[src/sv/assert_macros.svh]
// ----------------------------------------------------------------------------
// assert_macros.svh
// Assertion macros shared by the segmenter modules.
// ----------------------------------------------------------------------------
`ifndef ASSERT_MACROS_SVH
`define ASSERT_MACROS_SVH

// Clocked assertion, held off while reset is asserted
`define STS_ASSERT(label, clk, rst_n, prop, msg) \
    label: assert property (@(posedge clk) disable iff (!rst_n) (prop)) \
        else $error(msg);

// Clocked assertion that is checked during reset as well
`define STS_ASSERT_ALWAYS(label, clk, prop, msg) \
    label: assert property (@(posedge clk) (prop)) else $error(msg);

`endif

[src/sv/sts_pkg.sv]
// ----------------------------------------------------------------------------
// sts_pkg
// Types and constants for the sonar track segmenter.
// ----------------------------------------------------------------------------
package sts_pkg;

    // Width of the internal gap counter
    localparam int GAP_WIDTH = 16;
    localparam logic [GAP_WIDTH-1:0] GAP_MAX = {GAP_WIDTH{1'b1}};

    // Field widths
    localparam int HEADING_W   = 12;
    localparam int POS_W       = 32;
    localparam int TOL_W       = 11;
    localparam int MAXL_W      = 16;
    localparam int GAP_COUNT_W = 16;

    // Heading circle in tenths of a degree
    localparam logic [HEADING_W-1:0] FULL_CIRCLE = 12'd3600;
    localparam logic [HEADING_W-1:0] HALF_CIRCLE = 12'd1800;

    // Configuration register indexes
    localparam int CFG_INDEX_W = 2;
    localparam logic [CFG_INDEX_W-1:0] CFG_HEADING_TOL = 2'd0;
    localparam logic [CFG_INDEX_W-1:0] CFG_MAX_LINES   = 2'd1;
    localparam int CFG_DATA_W = 16;

    // Configuration reset values
    localparam logic [TOL_W-1:0]  TOL_RESET  = 11'd200;
    localparam logic [MAXL_W-1:0] MAXL_RESET = 16'd1000;

    // Stream widths
    localparam int IN_DATA_W  = 80;
    localparam int OUT_DATA_W = 24;

    typedef struct packed {
        logic [TOL_W-1:0]  heading_tolerance;
        logic [MAXL_W-1:0] max_segment_lines;
    } cfg_t;

    typedef struct packed {
        logic [HEADING_W-1:0]    heading;
        logic signed [POS_W-1:0] easting;
        logic signed [POS_W-1:0] northing;
        logic                    last_line;
    } item_t;

    typedef struct packed {
        logic                   segment_break;
        logic                   turned;
        logic                   no_fix;
        logic                   too_long;
        logic [GAP_COUNT_W-1:0] gap_count;
    } result_t;

endpackage

[src/sv/sonar_track_segmenter.sv]
// ----------------------------------------------------------------------------
// sonar_track_segmenter
// Splits a stream of sonar ping headers into track segments.
// ----------------------------------------------------------------------------
// One ping header is taken per clock cycle unless stalled, and one result item
// leaves for every ping: the ping lands in an input register, the heading
// compare and gap counter update run against the stored track state, and the
// flags go into the result register. While the result register is stalled the
// input register still takes one more item. The user must write configuration
// through the cfg channel only while no item is in flight; the block does not
// enforce it. Index 0 is the heading tolerance, index 1 the segment length.
// ----------------------------------------------------------------------------
`include "assert_macros.svh"

module sonar_track_segmenter (
    input  logic                            clk,
    input  logic                            rst_n,
    // Configuration write channel
    input  logic                            cfg_valid,
    output logic                            cfg_ready,
    input  logic [sts_pkg::CFG_INDEX_W-1:0] cfg_index,
    input  logic [sts_pkg::CFG_DATA_W-1:0]  cfg_data,
    // Ping header input
    input  logic                            s_tvalid,
    output logic                            s_tready,
    // heading[11:0], easting[43:12], northing[75:44], zero pad[79:76]
    input  logic [sts_pkg::IN_DATA_W-1:0]   s_tdata,
    input  logic                            s_tlast,
    // Segment result output
    output logic                            m_tvalid,
    input  logic                            m_tready,
    // segment_break[0], turned[1], no_fix[2], too_long[3], gap_count[19:4],
    // zero pad[23:20]
    output logic [sts_pkg::OUT_DATA_W-1:0]  m_tdata
);

    sts_pkg::cfg_t    cfg;
    sts_pkg::item_t   s_item;
    sts_pkg::item_t   s1_item_reg;
    sts_pkg::result_t result;
    sts_pkg::result_t out_reg;
    logic             s1_valid_reg;
    logic             s1_valid_next;
    logic             out_valid_reg;
    logic             out_valid_next;
    logic             s_fire;
    logic             s1_advance;

    sts_cfg_regs u_cfg (
        .clk       (clk),
        .rst_n     (rst_n),
        .cfg_valid (cfg_valid),
        .cfg_ready (cfg_ready),
        .cfg_index (cfg_index),
        .cfg_data  (cfg_data),
        .cfg       (cfg)
    );

    // Unpack the incoming item
    always_comb
    begin
        s_item.heading   = s_tdata[11:0];
        s_item.easting   = s_tdata[43:12];
        s_item.northing  = s_tdata[75:44];
        s_item.last_line = s_tlast;
    end

    // Handshake: the input stage moves on whenever the result slot is free
    assign s1_advance = s1_valid_reg && (!out_valid_reg || m_tready);
    assign s_tready   = !s1_valid_reg || s1_advance;
    assign s_fire     = s_tvalid && s_tready;

    always_comb
    begin
        s1_valid_next = s_fire ? 1'b1 : (s1_advance ? 1'b0 : s1_valid_reg);
        if (s1_advance)
            out_valid_next = 1'b1;
        else if (m_tready)
            out_valid_next = 1'b0;
        else
            out_valid_next = out_valid_reg;
    end

    sts_core u_core (
        .clk    (clk),
        .rst_n  (rst_n),
        .cfg    (cfg),
        .fire   (s1_advance),
        .item   (s1_item_reg),
        .result (result)
    );

    // Control registers
    always_ff @(posedge clk or negedge rst_n)
    begin
        if (!rst_n)
        begin
            s1_valid_reg  <= 1'b0;
            out_valid_reg <= 1'b0;
        end
        else
        begin
            s1_valid_reg  <= s1_valid_next;
            out_valid_reg <= out_valid_next;
        end
    end

    // Payload registers
    always_ff @(posedge clk)
    begin
        if (s_fire)
            s1_item_reg <= s_item;
        if (s1_advance)
            out_reg <= result;
    end

    // Pack the result item
    assign m_tvalid = out_valid_reg;
    assign m_tdata  = {4'b0000, out_reg.gap_count, out_reg.too_long,
                       out_reg.no_fix, out_reg.turned, out_reg.segment_break};

    // Checks
    `STS_ASSERT(a_advance_fills_out, clk, rst_n, s1_advance |=> m_tvalid, "result lost after input stage moved")
    `STS_ASSERT(a_stage_holds, clk, rst_n, s1_valid_reg && !s1_advance |=> s1_valid_reg && $stable(s1_item_reg), "input stage dropped a waiting item")
    `STS_ASSERT(a_no_overwrite, clk, rst_n, m_tvalid && !m_tready |-> !s1_advance, "result overwritten while stalled")

endmodule

[src/sv/sts_cfg_regs.sv]
// ----------------------------------------------------------------------------
// sts_cfg_regs
// Configuration register file for the segmenter (tolerance, segment length).
// ----------------------------------------------------------------------------
module sts_cfg_regs (
    input  logic                             clk,
    input  logic                             rst_n,
    input  logic                             cfg_valid,
    output logic                             cfg_ready,
    input  logic [sts_pkg::CFG_INDEX_W-1:0]  cfg_index,
    input  logic [sts_pkg::CFG_DATA_W-1:0]   cfg_data,
    output sts_pkg::cfg_t                    cfg
);

    sts_pkg::cfg_t cfg_reg;
    sts_pkg::cfg_t cfg_next;

    // Writes are always taken
    assign cfg_ready = 1'b1;

    // Decode the register index; unknown indexes are ignored
    always_comb
    begin
        cfg_next = cfg_reg;
        if (cfg_valid)
        begin
            case (cfg_index)
                sts_pkg::CFG_HEADING_TOL:
                    cfg_next.heading_tolerance = cfg_data[sts_pkg::TOL_W-1:0];
                sts_pkg::CFG_MAX_LINES:
                    cfg_next.max_segment_lines = cfg_data[sts_pkg::MAXL_W-1:0];
                default:
                    cfg_next = cfg_reg;
            endcase
        end
    end

    always_ff @(posedge clk or negedge rst_n)
    begin
        if (!rst_n)
        begin
            cfg_reg.heading_tolerance <= sts_pkg::TOL_RESET;
            cfg_reg.max_segment_lines <= sts_pkg::MAXL_RESET;
        end
        else
        begin
            cfg_reg <= cfg_next;
        end
    end

    assign cfg = cfg_reg;

endmodule

[src/sv/sts_core.sv]
// ----------------------------------------------------------------------------
// sts_core
// Break decision and track state: heading reference, gap counter, first ping.
// ----------------------------------------------------------------------------
`include "assert_macros.svh"

module sts_core (
    input  logic             clk,
    input  logic             rst_n,
    input  sts_pkg::cfg_t    cfg,
    input  logic             fire,
    input  sts_pkg::item_t   item,
    output sts_pkg::result_t result
);

    logic [sts_pkg::HEADING_W-1:0] heading_reference_reg;
    logic [sts_pkg::HEADING_W-1:0] heading_reference_next;
    logic [sts_pkg::GAP_WIDTH-1:0] pings_reg;
    logic [sts_pkg::GAP_WIDTH-1:0] pings_next;
    logic                          first_ping_reg;
    logic                          first_ping_next;

    logic [sts_pkg::HEADING_W-1:0] hd;
    logic [sts_pkg::HEADING_W-1:0] diff_abs;
    logic [sts_pkg::HEADING_W-1:0] diff;
    logic [sts_pkg::GAP_WIDTH-1:0] gap;
    logic [31:0]                   gap_ext;
    logic                          turned;
    logic                          no_fix;
    logic                          too_long;
    logic                          brk;

    // Heading folded once into the circle, then circular distance
    always_comb
    begin
        hd = (item.heading >= sts_pkg::FULL_CIRCLE) ?
             item.heading - sts_pkg::FULL_CIRCLE : item.heading;
        diff_abs = (hd >= heading_reference_reg) ? hd - heading_reference_reg
                                                 : heading_reference_reg - hd;
        diff = (diff_abs > sts_pkg::HALF_CIRCLE) ?
               sts_pkg::FULL_CIRCLE - diff_abs : diff_abs;
        turned = diff > {1'b0, cfg.heading_tolerance};
    end

    // No fix when either coordinate is zero
    assign no_fix = (item.easting == '0) || (item.northing == '0);

    // Gap including this ping, saturating; first ping counts as zero
    always_comb
    begin
        if (first_ping_reg)
            gap = '0;
        else if (pings_reg == sts_pkg::GAP_MAX)
            gap = sts_pkg::GAP_MAX;
        else
            gap = pings_reg + 1'b1;
        gap_ext = 32'(gap);
    end

    // Length break only when neither other break applies
    assign too_long = !turned && !no_fix &&
                      (33'(gap) > 33'(cfg.max_segment_lines));
    assign brk = turned || no_fix || too_long;

    // Result item
    always_comb
    begin
        result.segment_break = brk;
        result.turned        = turned;
        result.no_fix        = no_fix;
        result.too_long      = too_long;
        result.gap_count     = gap_ext[sts_pkg::GAP_COUNT_W-1:0];
    end

    // State update; the last ping of a file clears everything
    always_comb
    begin
        heading_reference_next = heading_reference_reg;
        pings_next             = pings_reg;
        first_ping_next        = first_ping_reg;
        if (fire)
        begin
            if (item.last_line)
            begin
                heading_reference_next = '0;
                pings_next             = '0;
                first_ping_next        = 1'b1;
            end
            else
            begin
                if (turned)
                    heading_reference_next = hd;
                pings_next      = brk ? '0 : gap;
                first_ping_next = 1'b0;
            end
        end
    end

    always_ff @(posedge clk or negedge rst_n)
    begin
        if (!rst_n)
        begin
            heading_reference_reg <= '0;
            pings_reg             <= '0;
            first_ping_reg        <= 1'b1;
        end
        else
        begin
            heading_reference_reg <= heading_reference_next;
            pings_reg             <= pings_next;
            first_ping_reg        <= first_ping_next;
        end
    end

    // Checks
    `STS_ASSERT(a_last_clears, clk, rst_n, fire && item.last_line |=> first_ping_reg && pings_reg == '0 && heading_reference_reg == '0, "state not cleared after last ping")
    `STS_ASSERT(a_break_clears_gap, clk, rst_n, fire && brk |=> pings_reg == '0, "gap not cleared after break")
    `STS_ASSERT(a_turn_moves_ref, clk, rst_n, fire && turned && !item.last_line |=> heading_reference_reg == $past(hd), "reference did not follow turn")
    `STS_ASSERT(a_hold_when_idle, clk, rst_n, !fire |=> $stable(pings_reg) && $stable(first_ping_reg), "state moved without an item")

endmodule
[config.mk]
export PLATFORM = sky130hd
export DESIGN_NAME = sonar_track_segmenter
export DESIGN_NICKNAME = d
export VERILOG_FILES = /design/src/sv/sts_pkg.sv /design/src/sv/sonar_track_segmenter.sv /design/src/sv/sts_cfg_regs.sv /design/src/sv/sts_core.sv
export VERILOG_INCLUDE_DIRS = /design/src /design/src/sv
export SDC_FILE = /design/constraint.sdc
export NUM_CORES = 1
export LEC_CHECK = 0
export BUFFER_PORTS_ARGS = -buffer_cell sky130_fd_sc_hd__buf_4
export CAP_MARGIN = 20
export CORE_MARGIN = 3
export CORE_UTILIZATION = 54
export CTS_CLUSTER_SIZE = 28
export DETAILED_ROUTE_END_ITERATION = 7
export GPL_ROUTABILITY_DRIVEN = 0
export PLACE_DENSITY = 0.77
export RECOVER_POWER = 25
export SYNTH_ARGS = -nofsm -noshare
export SYNTH_HDL_FRONTEND = slang
export SYNTH_SLANG_ARGS = --single-unit
export TNS_END_PERCENT = 1
[constraint.sdc]
create_clock -name clk -period 14.9 [get_ports clk]
set_input_delay 2.235 -clock clk [delete_from_list [all_inputs] [get_ports clk]]
set_output_delay 2.235 -clock clk [all_outputs]
set_load 0.03 [all_outputs]
==> results.sh <==
export IMPL_synth_async_reset_ratio=0.374
export IMPL_status="finished clean"
export IMPL_ys_ff_latch=155
export IMPL_reg2reg_depth=28
export IMPL_cts_buffers=17
export IMPL_cellPowerDensity_nw_per_um2=191
export IMPL_drt_wl_total_um=17100
export IMPL_reg2reg_to="u_core.pings_reg[10]"
export IMPL_dp_hpwl_um=12900
export IMPL_viasPerCell=5.88
export IMPL_yosys_top_cells_area="edfxtp_1 36%, dfrtp_1 15%, ha_1 8.3%"
export IMPL_ys_flop_type="edfxtp_1"
export IMPL_diodes=0
export IMPL_maxSlewViolCount=0
export IMPL_first_pass_iters=5
export IMPL_syn2layout_area_growth_pct=19.2
export IMPL_total_power_uw=1840
export IMPL_synth_seq_area_share=0.540
export IMPL_synth_cell_type_count=74
export IMPL_final_nets=956
export IMPL_hold_violations=0
export IMPL_place_area_um2=9100
export IMPL_io_buffer_count=121
export IMPL_grt_antenna_before_repair=0
export IMPL_synth_top_area_frac=0.360
export IMPL_grt_max_degree=78
export IMPL_syn_inst=679
export IMPL_largest_reg_flops=77
export IMPL_core_area_um2=14600
export IMPL_maxCapViolCount=0
export IMPL_timing_critical_path_from_type="flip-flop"
export IMPL_skew_ns=0.0121
export IMPL_r2r_start="s1_item_reg[70]"
export IMPL_drt_iter0_drc=373
export IMPL_clk_latency_ns=0.43
export IMPL_grt_pass1_wl_um=27900
export IMPL_drive_gt1_frac=0.247
export IMPL_cp_slowest_cell="nor4b_4"
export IMPL_min_path_type="flip-flop to flip-flop"
export IMPL_via_count=5840
export IMPL_yosys_warnings=0
export IMPL_clockBufferDepth=2
export IMPL_tns_ns=0
export IMPL_drt_wirelength_per_cell_um=17.2
export IMPL_relSlewSlack=0.367
export IMPL_rrSetupSlack_ns=7.02
export IMPL_htree_levels=4
export IMPL_rsz0062_at_grt="no"
export IMPL_cpPeakStageDelay_ns=0.89
export IMPL_finalSetupViolCount=0
export IMPL_crit_fanout=17
export IMPL_finish_instance_area_um2=9660
export IMPL_critPathLaunch="s1_item_reg[70]"
export IMPL_cts_sinks=155
export IMPL_ant_nets=0
export IMPL_mostFrequentLayoutCell="edfxtp_1"
export IMPL_drc=0
export IMPL_die_h_um=128
export IMPL_critPathArrivalTime_ns=8.23
export IMPL_peakVddDrop_mv=0.109
export IMPL_required_ns=15.25
export IMPL_cp_end_kind="flip-flop"
export IMPL_final_cell_mix="97 x edfxtp_1, 76 x clkbuf_4, 61 x inv_1, 54 x ha_1, 48 x dfrtp_1"
export IMPL_finalCritPeriodShare=0.529
export IMPL_synth_area_um2=8100
export IMPL_cts_setup_buffers=0
export IMPL_leakagePower_uw=0.00405
export IMPL_finalCriticalPeriod_ns=7.88
export IMPL_max_freq_mhz=127
export IMPL_cts_resized=0
export IMPL_synth_enable_flop_cells=97
export IMPL_crit_type="flip-flop to flip-flop"
export IMPL_grt_overflow_total=0
export IMPL_grt_pass1_vias=5928
export IMPL_globalRouteTotalUtil=0.215
export IMPL_critical_path_endpoint="u_core.pings_reg[10]"
export IMPL_path_depth=28
export IMPL_cts_hold_buf=0
export IMPL_start_util=0.555
export IMPL_die_x_um=128
export IMPL_worst_pin_slew_ns=0.946
export IMPL_syn_avg_cell_area_um2=11.9
export IMPL_yosysTopAreaCell="edfxtp_1"
export IMPL_rows=44
export IMPL_cts_root_buf="clkbuf_16"
export IMPL_pin_count=131
export IMPL_cp_top_family="compound AO/OA/AOI/OAI gates"
export IMPL_path_clk_slew_ns=0.06
export IMPL_cts_tree="built"
export IMPL_dieArea_um2=16500
export IMPL_path_buf_inv=3
## metrics by stage
stage                     hold slack, ns  instances  setup WS (ns)   util
after global placement             0.474        961           7.35  0.624
after detailed placement           0.494        961           7.11  0.624
after global routing               0.527        993           6.25  0.662
final                              0.504        993           7.02  0.662
after CTS                          0.503        993           7.00  0.662
after floorplan                    0.457        682           8.69      -
## how the worst min path moves through the flow
stage / slack [ns] / to / cells past startpoint / start
after global placement: 0.47 / m_tvalid / 1 / s1_valid_reg
after detailed placement: 0.49 / u_core.heading_reference_reg[11] / 1 / u_core.heading_reference_reg[11]
after global routing: 0.53 / u_core.heading_reference_reg[11] / 1 / u_core.heading_reference_reg[11]
after CTS: 0.50 / m_tvalid / 1 / s1_valid_reg
final: 0.50 / u_core.heading_reference_reg[11] / 1 / u_core.heading_reference_reg[11]
after floorplan: 0.46 / m_tvalid / 1 / s1_valid_reg
## Yosys cell counts, drive strengths merged, types with 13 or more instances
library cell	count
ha	54
nand2	33
edfxtp	97
mux2	18
buf	18
nor4	19
a21oi	38
xor2	13
a32o	17
dfrtp	48
o21ai	34
nor2	20
nand4	17
a21o	14
inv	61
## layout make-up
type,count,area [µm²]
fill,1078,4930
sequential,155,4380
multi-input combinational,437,3330
timing repair buffer,124,923
clock buffer,18,429
tap,184,230
inverter,61,229
clock inverter,14,133
## per-layer routing
layer	vias up	share of wire	GRT usage
met4	0	0.020	0.0743
met1	2806	0.40	0.261
met5	-	0	0
met2	229	0.50	0.362
met3	30	0.079	0.0689
li1	2775	-	-
## power by group
group          internal, µW  total, µW  switching [µW]
combinational           358        882             525
clock                   233        408             175
sequential              523        553            30.3
## worst reg2reg max path: cells and delay by family (launching register included)
kind | cells | cell delay [ns]
AO/OA/AOI/OAI | 11 | 2.90
XOR/XNOR | 2 | 0.42
buffers and inverters | 3 | 0.34
AND/OR/NAND/NOR | 9 | 2.91
flip-flops | 1 | 0.41
adder cells (fa/ha/maj) | 3 | 0.85
## cells by family (layout without fill, tap and decap cells)
logic type	Yosys count	count (layout)	synth area share
AOI/OAI and AO/OA	175	175	0.158
and+or+nand+nor	157	157	0.109
buffers and inverters	90	217	0.0504
xor gates and xnor gates	24	24	0.0259
other	2	5	0.000927
adders and majority gates	56	56	0.0884
DFF	155	155	0.540
muxes	20	20	0.0275
Power figures use the tool's default switching activity.
